--- src/sv/rse_pkg.sv ---
// Package: GF(2^8) arithmetic and generator polynomial for the RS encoder.
`timescale 1ns / 1ps
package rse_pkg;

    localparam int BYTE_W = 8;
    localparam int IDX_W  = 6;
    localparam int MAX_TERMS = 65;
    localparam logic [8:0] FIELD_POLY = 9'h11D;

    typedef logic [BYTE_W-1:0] byte_t;
    typedef logic [IDX_W-1:0]  idx_t;

    function automatic byte_t gf_mul(byte_t a, byte_t b);
        logic [8:0] x;
        byte_t      r;
        x = {1'b0, a};
        r = '0;
        for (int i = 0; i < BYTE_W; i++) begin
            if (b[i]) begin
                r = r ^ x[7:0];
            end
            x = x << 1;
            if (x[8]) begin
                x = x ^ FIELD_POLY;
            end
        end
        return r;
    endfunction

    // coefficient k of prod (x - alpha^i), i = 1 .. terms-1
    function automatic byte_t gen_coef(int terms, int k);
        byte_t g [0:MAX_TERMS-1];
        byte_t root;
        for (int j = 0; j < MAX_TERMS; j++) begin
            g[j] = '0;
        end
        g[0] = 8'd1;
        root = 8'd1;
        for (int i = 1; i < terms; i++) begin
            root = gf_mul(root, 8'd2);
            for (int j = i; j > 0; j--) begin
                g[j] = g[j-1] ^ gf_mul(g[j], root);
            end
            g[0] = gf_mul(g[0], root);
        end
        return g[k];
    endfunction

endpackage

--- src/sv/rse_lfsr.sv ---
// Parity LFSR, message shift line and byte counter of the RS encoder.
`timescale 1ns / 1ps
module rse_lfsr #(
    parameter int MESSAGE_BYTES   = 16,
    parameter int GENERATOR_TERMS = 31
) (
    input  logic             aclk,
    input  logic             aresetn,
    input  logic             in_fire,
    input  rse_pkg::byte_t   in_byte,
    output logic             last,
    output rse_pkg::byte_t   parity_next [GENERATOR_TERMS-1],
    output rse_pkg::byte_t   msg_next    [MESSAGE_BYTES]
);
    import rse_pkg::*;

    localparam int PARITY = GENERATOR_TERMS - 1;
    localparam int MCW = (MESSAGE_BYTES > 1) ? $clog2(MESSAGE_BYTES) : 1;

    byte_t          parity_reg [PARITY];
    byte_t          msg_reg    [MESSAGE_BYTES];
    logic [MCW-1:0] count_reg;
    byte_t          fb;

    assign last = (count_reg == MCW'(MESSAGE_BYTES - 1));
    assign fb   = in_byte ^ parity_reg[PARITY-1];

    assign parity_next[0] = gf_mul(fb, gen_coef(GENERATOR_TERMS, 0));
    for (genvar k = 1; k < PARITY; k++) begin : g_par
        localparam byte_t GK = gen_coef(GENERATOR_TERMS, k);
        assign parity_next[k] = parity_reg[k-1] ^ gf_mul(fb, GK);
    end

    assign msg_next[0] = in_byte;
    for (genvar k = 1; k < MESSAGE_BYTES; k++) begin : g_msg
        assign msg_next[k] = msg_reg[k-1];
    end

    always_ff @(posedge aclk) begin
        if (!aresetn) begin
            count_reg <= '0;
            for (int k = 0; k < PARITY; k++) begin
                parity_reg[k] <= '0;
            end
        end else if (in_fire) begin
            if (last) begin
                count_reg <= '0;
                for (int k = 0; k < PARITY; k++) begin
                    parity_reg[k] <= '0;
                end
            end else begin
                count_reg <= count_reg + MCW'(1);
                for (int k = 0; k < PARITY; k++) begin
                    parity_reg[k] <= parity_next[k];
                end
            end
        end
    end

    always_ff @(posedge aclk) begin
        if (in_fire) begin
            for (int k = 0; k < MESSAGE_BYTES; k++) begin
                msg_reg[k] <= msg_next[k];
            end
        end
    end

endmodule

--- src/sv/rse_drain.sv ---
// Codeword burst buffer: loads a finished codeword and shifts it out one byte per item.
`timescale 1ns / 1ps
module rse_drain #(
    parameter int MESSAGE_BYTES   = 16,
    parameter int CODEWORD_BYTES  = 46,
    parameter int GENERATOR_TERMS = 31
) (
    input  logic             aclk,
    input  logic             aresetn,
    input  logic             load,
    input  rse_pkg::byte_t   parity_next [GENERATOR_TERMS-1],
    input  rse_pkg::byte_t   msg_next    [MESSAGE_BYTES],
    input  logic             m_ready,
    output logic             m_valid,
    output rse_pkg::byte_t   m_code_byte,
    output rse_pkg::idx_t    m_code_index,
    output logic             m_word_done
);
    import rse_pkg::*;

    localparam int PARITY = GENERATOR_TERMS - 1;
    localparam int DCW = $clog2(CODEWORD_BYTES);

    byte_t                  buf_reg  [CODEWORD_BYTES];
    byte_t                  load_val [CODEWORD_BYTES];
    logic [DCW-1:0]         cnt_reg;
    logic                   valid_reg;
    logic [DCW+IDX_W-1:0]   idx_ext;
    logic                   take;

    for (genvar k = 0; k < CODEWORD_BYTES; k++) begin : g_ld
        if (k < PARITY) begin : g_p
            assign load_val[k] = parity_next[k];
        end else if (k < PARITY + MESSAGE_BYTES) begin : g_m
            assign load_val[k] = msg_next[k-PARITY];
        end else begin : g_z
            assign load_val[k] = '0;
        end
    end

    assign take         = valid_reg && m_ready;
    assign m_valid      = valid_reg;
    assign m_code_byte  = buf_reg[0];
    assign m_word_done  = (cnt_reg == DCW'(CODEWORD_BYTES - 1));
    assign idx_ext      = {{IDX_W{1'b0}}, cnt_reg};
    assign m_code_index = idx_ext[IDX_W-1:0];

    always_ff @(posedge aclk) begin
        if (!aresetn) begin
            valid_reg <= 1'b0;
            cnt_reg   <= '0;
        end else if (load) begin
            valid_reg <= 1'b1;
            cnt_reg   <= '0;
        end else if (take) begin
            if (m_word_done) begin
                valid_reg <= 1'b0;
                cnt_reg   <= '0;
            end else begin
                cnt_reg <= cnt_reg + DCW'(1);
            end
        end
    end

    always_ff @(posedge aclk) begin
        if (load) begin
            for (int k = 0; k < CODEWORD_BYTES; k++) begin
                buf_reg[k] <= load_val[k];
            end
        end else if (take) begin
            for (int k = 0; k < CODEWORD_BYTES - 1; k++) begin
                buf_reg[k] <= buf_reg[k+1];
            end
        end
    end

endmodule

--- src/sv/reed_solomon_systematic_encoder_unit.sv ---
// Top level of the systematic RS(46,16) encoder over GF(2^8).
`timescale 1ns / 1ps
// Message bytes are taken one per cycle while s_ready is high, highest
// index first, and each one steps the 30-byte parity LFSR in the same cycle.
// When the last byte of a message is taken, the whole codeword (parity
// bytes 0..29, then message bytes 0..15) is loaded into a burst buffer and
// shown on the m_ side one byte per cycle while m_ready is high, starting the
// next cycle, with m_word_done on the final byte. The next message is
// accepted while the burst drains; only its last byte waits until the
// previous burst has been taken. Sustained throughput is therefore set by
// the single-byte output port of the burst buffer.
module reed_solomon_systematic_encoder_unit #(
    parameter int MESSAGE_BYTES   = 16,
    parameter int CODEWORD_BYTES  = 46,
    parameter int GENERATOR_TERMS = 31
) (
    input  logic                aclk,
    input  logic                aresetn,
    input  logic                s_valid,
    output logic                s_ready,
    input  rse_pkg::byte_t      s_message_byte,
    output logic                m_valid,
    input  logic                m_ready,
    output rse_pkg::byte_t      m_code_byte,
    output rse_pkg::idx_t       m_code_index,
    output logic                m_word_done
);
    import rse_pkg::*;

    byte_t parity_next [GENERATOR_TERMS-1];
    byte_t msg_next    [MESSAGE_BYTES];
    logic  last;
    logic  in_fire;
    logic  can_load;
    logic  load;

    assign can_load = !m_valid || (m_ready && m_word_done);
    assign s_ready  = !last || can_load;
    assign in_fire  = s_valid && s_ready;
    assign load     = in_fire && last;

    rse_lfsr #(
        .MESSAGE_BYTES  (MESSAGE_BYTES),
        .GENERATOR_TERMS(GENERATOR_TERMS)
    ) u_lfsr (
        .aclk       (aclk),
        .aresetn    (aresetn),
        .in_fire    (in_fire),
        .in_byte    (s_message_byte),
        .last       (last),
        .parity_next(parity_next),
        .msg_next   (msg_next)
    );

    rse_drain #(
        .MESSAGE_BYTES  (MESSAGE_BYTES),
        .CODEWORD_BYTES (CODEWORD_BYTES),
        .GENERATOR_TERMS(GENERATOR_TERMS)
    ) u_drain (
        .aclk        (aclk),
        .aresetn     (aresetn),
        .load        (load),
        .parity_next (parity_next),
        .msg_next    (msg_next),
        .m_ready     (m_ready),
        .m_valid     (m_valid),
        .m_code_byte (m_code_byte),
        .m_code_index(m_code_index),
        .m_word_done (m_word_done)
    );

endmodule

--- config.mk ---
export PLATFORM = sky130hd
export DESIGN_NAME = reed_solomon_systematic_encoder_unit
export DESIGN_NICKNAME = d
export VERILOG_FILES = /design/src/sv/rse_pkg.sv /design/src/sv/rse_lfsr.sv /design/src/sv/rse_drain.sv /design/src/sv/reed_solomon_systematic_encoder_unit.sv
export SDC_FILE = /design/constraint.sdc
export NUM_CORES = 1
export LEC_CHECK = 0
export ABC_AREA = 1
export BUFFER_PORTS_ARGS = -buffer_cell sky130_fd_sc_hd__buf_4
export CORE_UTILIZATION = 55
export CTS_BUF_LIST = sky130_fd_sc_hd__clkbuf_2
export CTS_CLUSTER_DIAMETER = 30
export DETAILED_ROUTE_END_ITERATION = 7
export GPL_ROUTABILITY_DRIVEN = 0
export PLACE_DENSITY = 0.74
export SYNTH_ARGS = -nofsm -noshare
export SYNTH_HDL_FRONTEND = slang
export SYNTH_HIERARCHICAL = 1
export SYNTH_SLANG_ARGS = --single-unit
--- constraint.sdc ---
create_clock -name aclk -period 10.5 [get_ports aclk]
set_input_delay 0.525 -clock aclk [delete_from_list [all_inputs] [get_ports aclk]]
set_output_delay 0.525 -clock aclk [all_outputs]
set_load 0.02 [all_outputs]
==> results.yml <==
outcome:
  run_status: "finished, final reports clean"
logic_synthesis:
  yosysWarnings: 6
  postSynthCellCount: 3430
  synth_cell_types: 41
  syn-cell-area_sq_mm: 0.0352
  ys_seq_elements: 739
  syn_avg_cell_area_sq_um: 10.2
  synth_nets: 3445
  synth_sequential_area_ratio_pct: 62.6
cts:
  cts-resized-gates: 0
  tritoncts_clock_tree: "built"
  clock_latency_of_the_later_clocked_register_in_the_worst_skew_pair_ns: 1.40
  ctsHoldBuffers: 22
  cts-htree-levels: 4
  tritoncts.num_buffers: 183
  clock_tree.buffer_depth: 3
  clk_root_buffer_cell: "sky130_fd_sc_hd__clkbuf_2"
  clkSlewWorstSetupHoldPaths_ns: 0.10
  post-cts-setup-buffer-count: 0
  clock_sink_count: 739
global_routing:
  globalRouteMet1Util_pct: 37.6
  grt_first_pass_wirelength_um: 130000
  global_route.overflow_total: 0
  first_global_vias: 22800
  grtUsageMet3_pct: 7.58
  grt_start_max_net_pins: 160
  busiest_layer: "met2"
  grt_util_met2_pct: 38.4
  grt_use_total_pct: 26.5
  antenna_found_initial: 3
finish:
  final_instance_count_excl_fillers: 4504
  layout.nets: 3532
  final_cell_area_sq_mm: 0.0376
  filler_cell_count: 5262
  area.growth.synth_to_final_pct: 7.01
  largest_register_ffs: 368
  ratio_of_cells_with_drive_above_1_in_the_final_layout_pct: 13.0
  utilization_pct: 59.6
worst_setup_path:
  worst_path_largest_cell_delay_ns: 1.00
  crit_slowest_cell: "sky130_fd_sc_hd__buf_4"
  worst_setup_path_start_kind: "flip-flop"
  setup.worst_path.class: "flip-flop to flip-flop"
  required_ns: 11.53
  worstPathCellList: "inv_1, ha_1, inv_1, nor2_1, nand2_1, inv_1, nand2_2, a21boi_4, dlygate4sd3_1, buf_4, nand2_1, nor2_4, buf_4, inv_6, buf_4, nor2_1"
  arrival_ns: 5.93
  setup.worst_path.end_class: "flip-flop"
  timing.critical_path.fanout_max: 107
job:
  max-cap-violations: 0
die:
  die_area_sq_mm: 0.0649
  overall_die_height_um: 255
  initial_utilization_pct: 55.7
  ios: 29
  floorplan.die.width_um: 255
  area_of_the_placeable_core_sq_mm: 0.0631
  num_rows: 92
timing:
  finClkSkew_ns: 0.0989
  finalCritPeriodShare_pct: 46.6
  worst_hold_slack_ns: 0.294
  post_layout_min_period_ns: 4.89
  maxClockFrequency_ghz: 0.204
  final-setup-viol-count: 0
  setup_tns_final_ns: 0
  grt_setup_unrepaired: "false"
  maxSlewHeadroom_pct: 21.9
  timing_max_transition_violations_final: 0
  tightestPinTransition_ns: 1.17
  final_hold_viol_count: 0
route:
  detailedRoute.firstPassIterationCount: 6
  avgRoutedWirePerCell_um: 18.7
  route.final.wire_length_um: 84000
  detail_route.drc_violations: 0
  via_per_inst: 5.40
  final_antenna_net_count: 0
  num_vias: 24300
  drt-initial-drc-count: 2814
min_path:
  hold_class: "input pin to flip-flop"
pwr:
  worst_voltage_drop_across_the_vdd_grid_mv: 0.113
  total_leakage_power_nw: 15.8
  powerDensity_mw_per_mm2: 250
placed_design:
  port-buffer-count: 28
  place_hpwl_um: 50300
  place_inst: 4156
  placement.cell_area_sq_mm: 0.0357
[Yosys cell counts, drive strengths merged]
cell type     n  area (sq um)
o21ai       274          1370
nor3          2          10.0
nor2        146           556
buf          82           606
a21boi        2          18.8
nand3        54           275
clkinv        1          3.75
nand4         2          12.5
nand3b        7          52.6
xor2        195          1850
o211a         1          10.0
a21oi        83           423
inv         253           950
nand2      1340          5370
nand2b        1          6.26
a211oi        1          7.51
dfxtp        19           380
clkbuf       87           327
and2         28           175
ha            3          37.5
edfxtp      720         21600
xnor2        76           759
or2          52           325
o21bai        1          7.51
[worst paths after layout]
path | startpoint | to | slack (ns) | depth (start not counted)
worst max register to register | u_drain/m_code_index[1]$_SDFFE_PP0P_ | u_lfsr/parity_reg[4][15]$_SDFFCE_PN0P_ | 5.61 | 16
worst min register to register | u_lfsr/msg_reg[1][5]$_DFFE_PP_ | u_lfsr/msg_reg[1][13]$_DFFE_PP_ | 0.37 | 0
worst max-delay path | u_drain/m_code_index[1]$_SDFFE_PP0P_ | u_lfsr/parity_reg[4][15]$_SDFFCE_PN0P_ | 5.61 | 16
worst min-delay path | m_ready | u_drain/m_code_index[1]$_SDFFE_PP0P_ | 0.29 | 5
[layout by cell type, fill, tap and decap left out, types with 3 or more instances in the layout]
| cell type | netlist | routed |
|---|---|---|
| sky130_fd_sc_hd__xor2_2 | 12 | 12 |
| sky130_fd_sc_hd__xnor2_1 | 68 | 68 |
| sky130_fd_sc_hd__xnor2_2 | 5 | 5 |
| sky130_fd_sc_hd__inv_1 | 242 | 242 |
| sky130_fd_sc_hd__o21ai_0 | 274 | 274 |
| sky130_fd_sc_hd__nor2_1 | 143 | 143 |
| sky130_fd_sc_hd__xor2_1 | 180 | 180 |
| sky130_fd_sc_hd__buf_4 | 21 | 47 |
| sky130_fd_sc_hd__nand2_4 | 27 | 28 |
| sky130_fd_sc_hd__or2_2 | 33 | 33 |
| sky130_fd_sc_hd__clkinv_2 | 0 | 15 |
| sky130_fd_sc_hd__ha_1 | 3 | 3 |
| sky130_fd_sc_hd__xnor2_4 | 3 | 3 |
| sky130_fd_sc_hd__nand2_8 | 2 | 4 |
| sky130_fd_sc_hd__dfxtp_1 | 19 | 19 |
| sky130_fd_sc_hd__edfxtp_1 | 720 | 720 |
| sky130_fd_sc_hd__nand3b_1 | 7 | 7 |
| sky130_fd_sc_hd__nand2_1 | 1270 | 1268 |
| sky130_fd_sc_hd__or2_1 | 19 | 19 |
| sky130_fd_sc_hd__clkinv_1 | 1 | 45 |
| sky130_fd_sc_hd__and2_1 | 28 | 28 |
| sky130_fd_sc_hd__clkinv_4 | 0 | 3 |
| sky130_fd_sc_hd__a21oi_1 | 81 | 81 |
| sky130_fd_sc_hd__nand2_2 | 41 | 40 |
| sky130_fd_sc_hd__clkbuf_2 | 0 | 248 |
| sky130_fd_sc_hd__xor2_4 | 3 | 3 |
| sky130_fd_sc_hd__inv_2 | 11 | 12 |
| sky130_fd_sc_hd__diode_2 | 0 | 3 |
| sky130_fd_sc_hd__inv_6 | 0 | 7 |
| sky130_fd_sc_hd__dlygate4sd3_1 | 0 | 22 |
| sky130_fd_sc_hd__nand3_1 | 53 | 53 |
[final cells by class]
cell class	instances	area, sq um	share of cell area, %
Tap cell	846	1060	2.81
Clock inverter	75	409	1.09
Antenna cell	3	7.51	0.0200
Inverter	254	966	2.57
Multi-Input combinational cell	2268	11300	30.1
Clock buffer	248	1240	3.30
Timing Repair Buffer	71	613	1.63
Sequential cell	739	22000	58.5
[routing by layer]
metal  share of wire, %  up-vias
met5                  0        -
met4                3.3        0
met3                 11      183
met2                 44     1169
met1                 42    11500
li1                   -    11400
[stage by stage]
stage	total power, mW	setup slack, ns
2_1_floorplan	6.44	0.154
3_3_place_gp	7.36	6.10
3_5_place_dp	7.45	6.05
4_1_cts	9.39	5.62
5_1_grt	10.0	5.19
6_report	9.41	5.61
[power by group]
part,internal [mW],switching (mW)
clock,0.713,1.19
combinational,1.11,2.48
sequential,3.79,0.126
[critical path: cells and delay by family (launching register included)]
kind / cells / cell delay (ns)
buffers and inverters: 8 / 3.07
adder cells (fa/ha/maj): 1 / 0.18
AND/OR/NAND/NOR: 6 / 0.66
AO/OA/AOI/OAI: 1 / 0.06
flip-flops: 1 / 0.41
[cells by family (layout without fill, tap and decap cells)]
kind of cell	count (synthesis)	in the layout	share of synthesized area, %
AND/OR/NAND/NOR	1632	1632	19.3
flip-flops	739	739	62.6
buffers and inverters	423	648	5.36
AO/OA/AOI/OAI	362	362	5.23
XOR/XNOR	271	271	7.43
adder cells (fa/ha/maj)	3	3	0.107
other	0	3	0
Power figures use the tool's default switching activity.
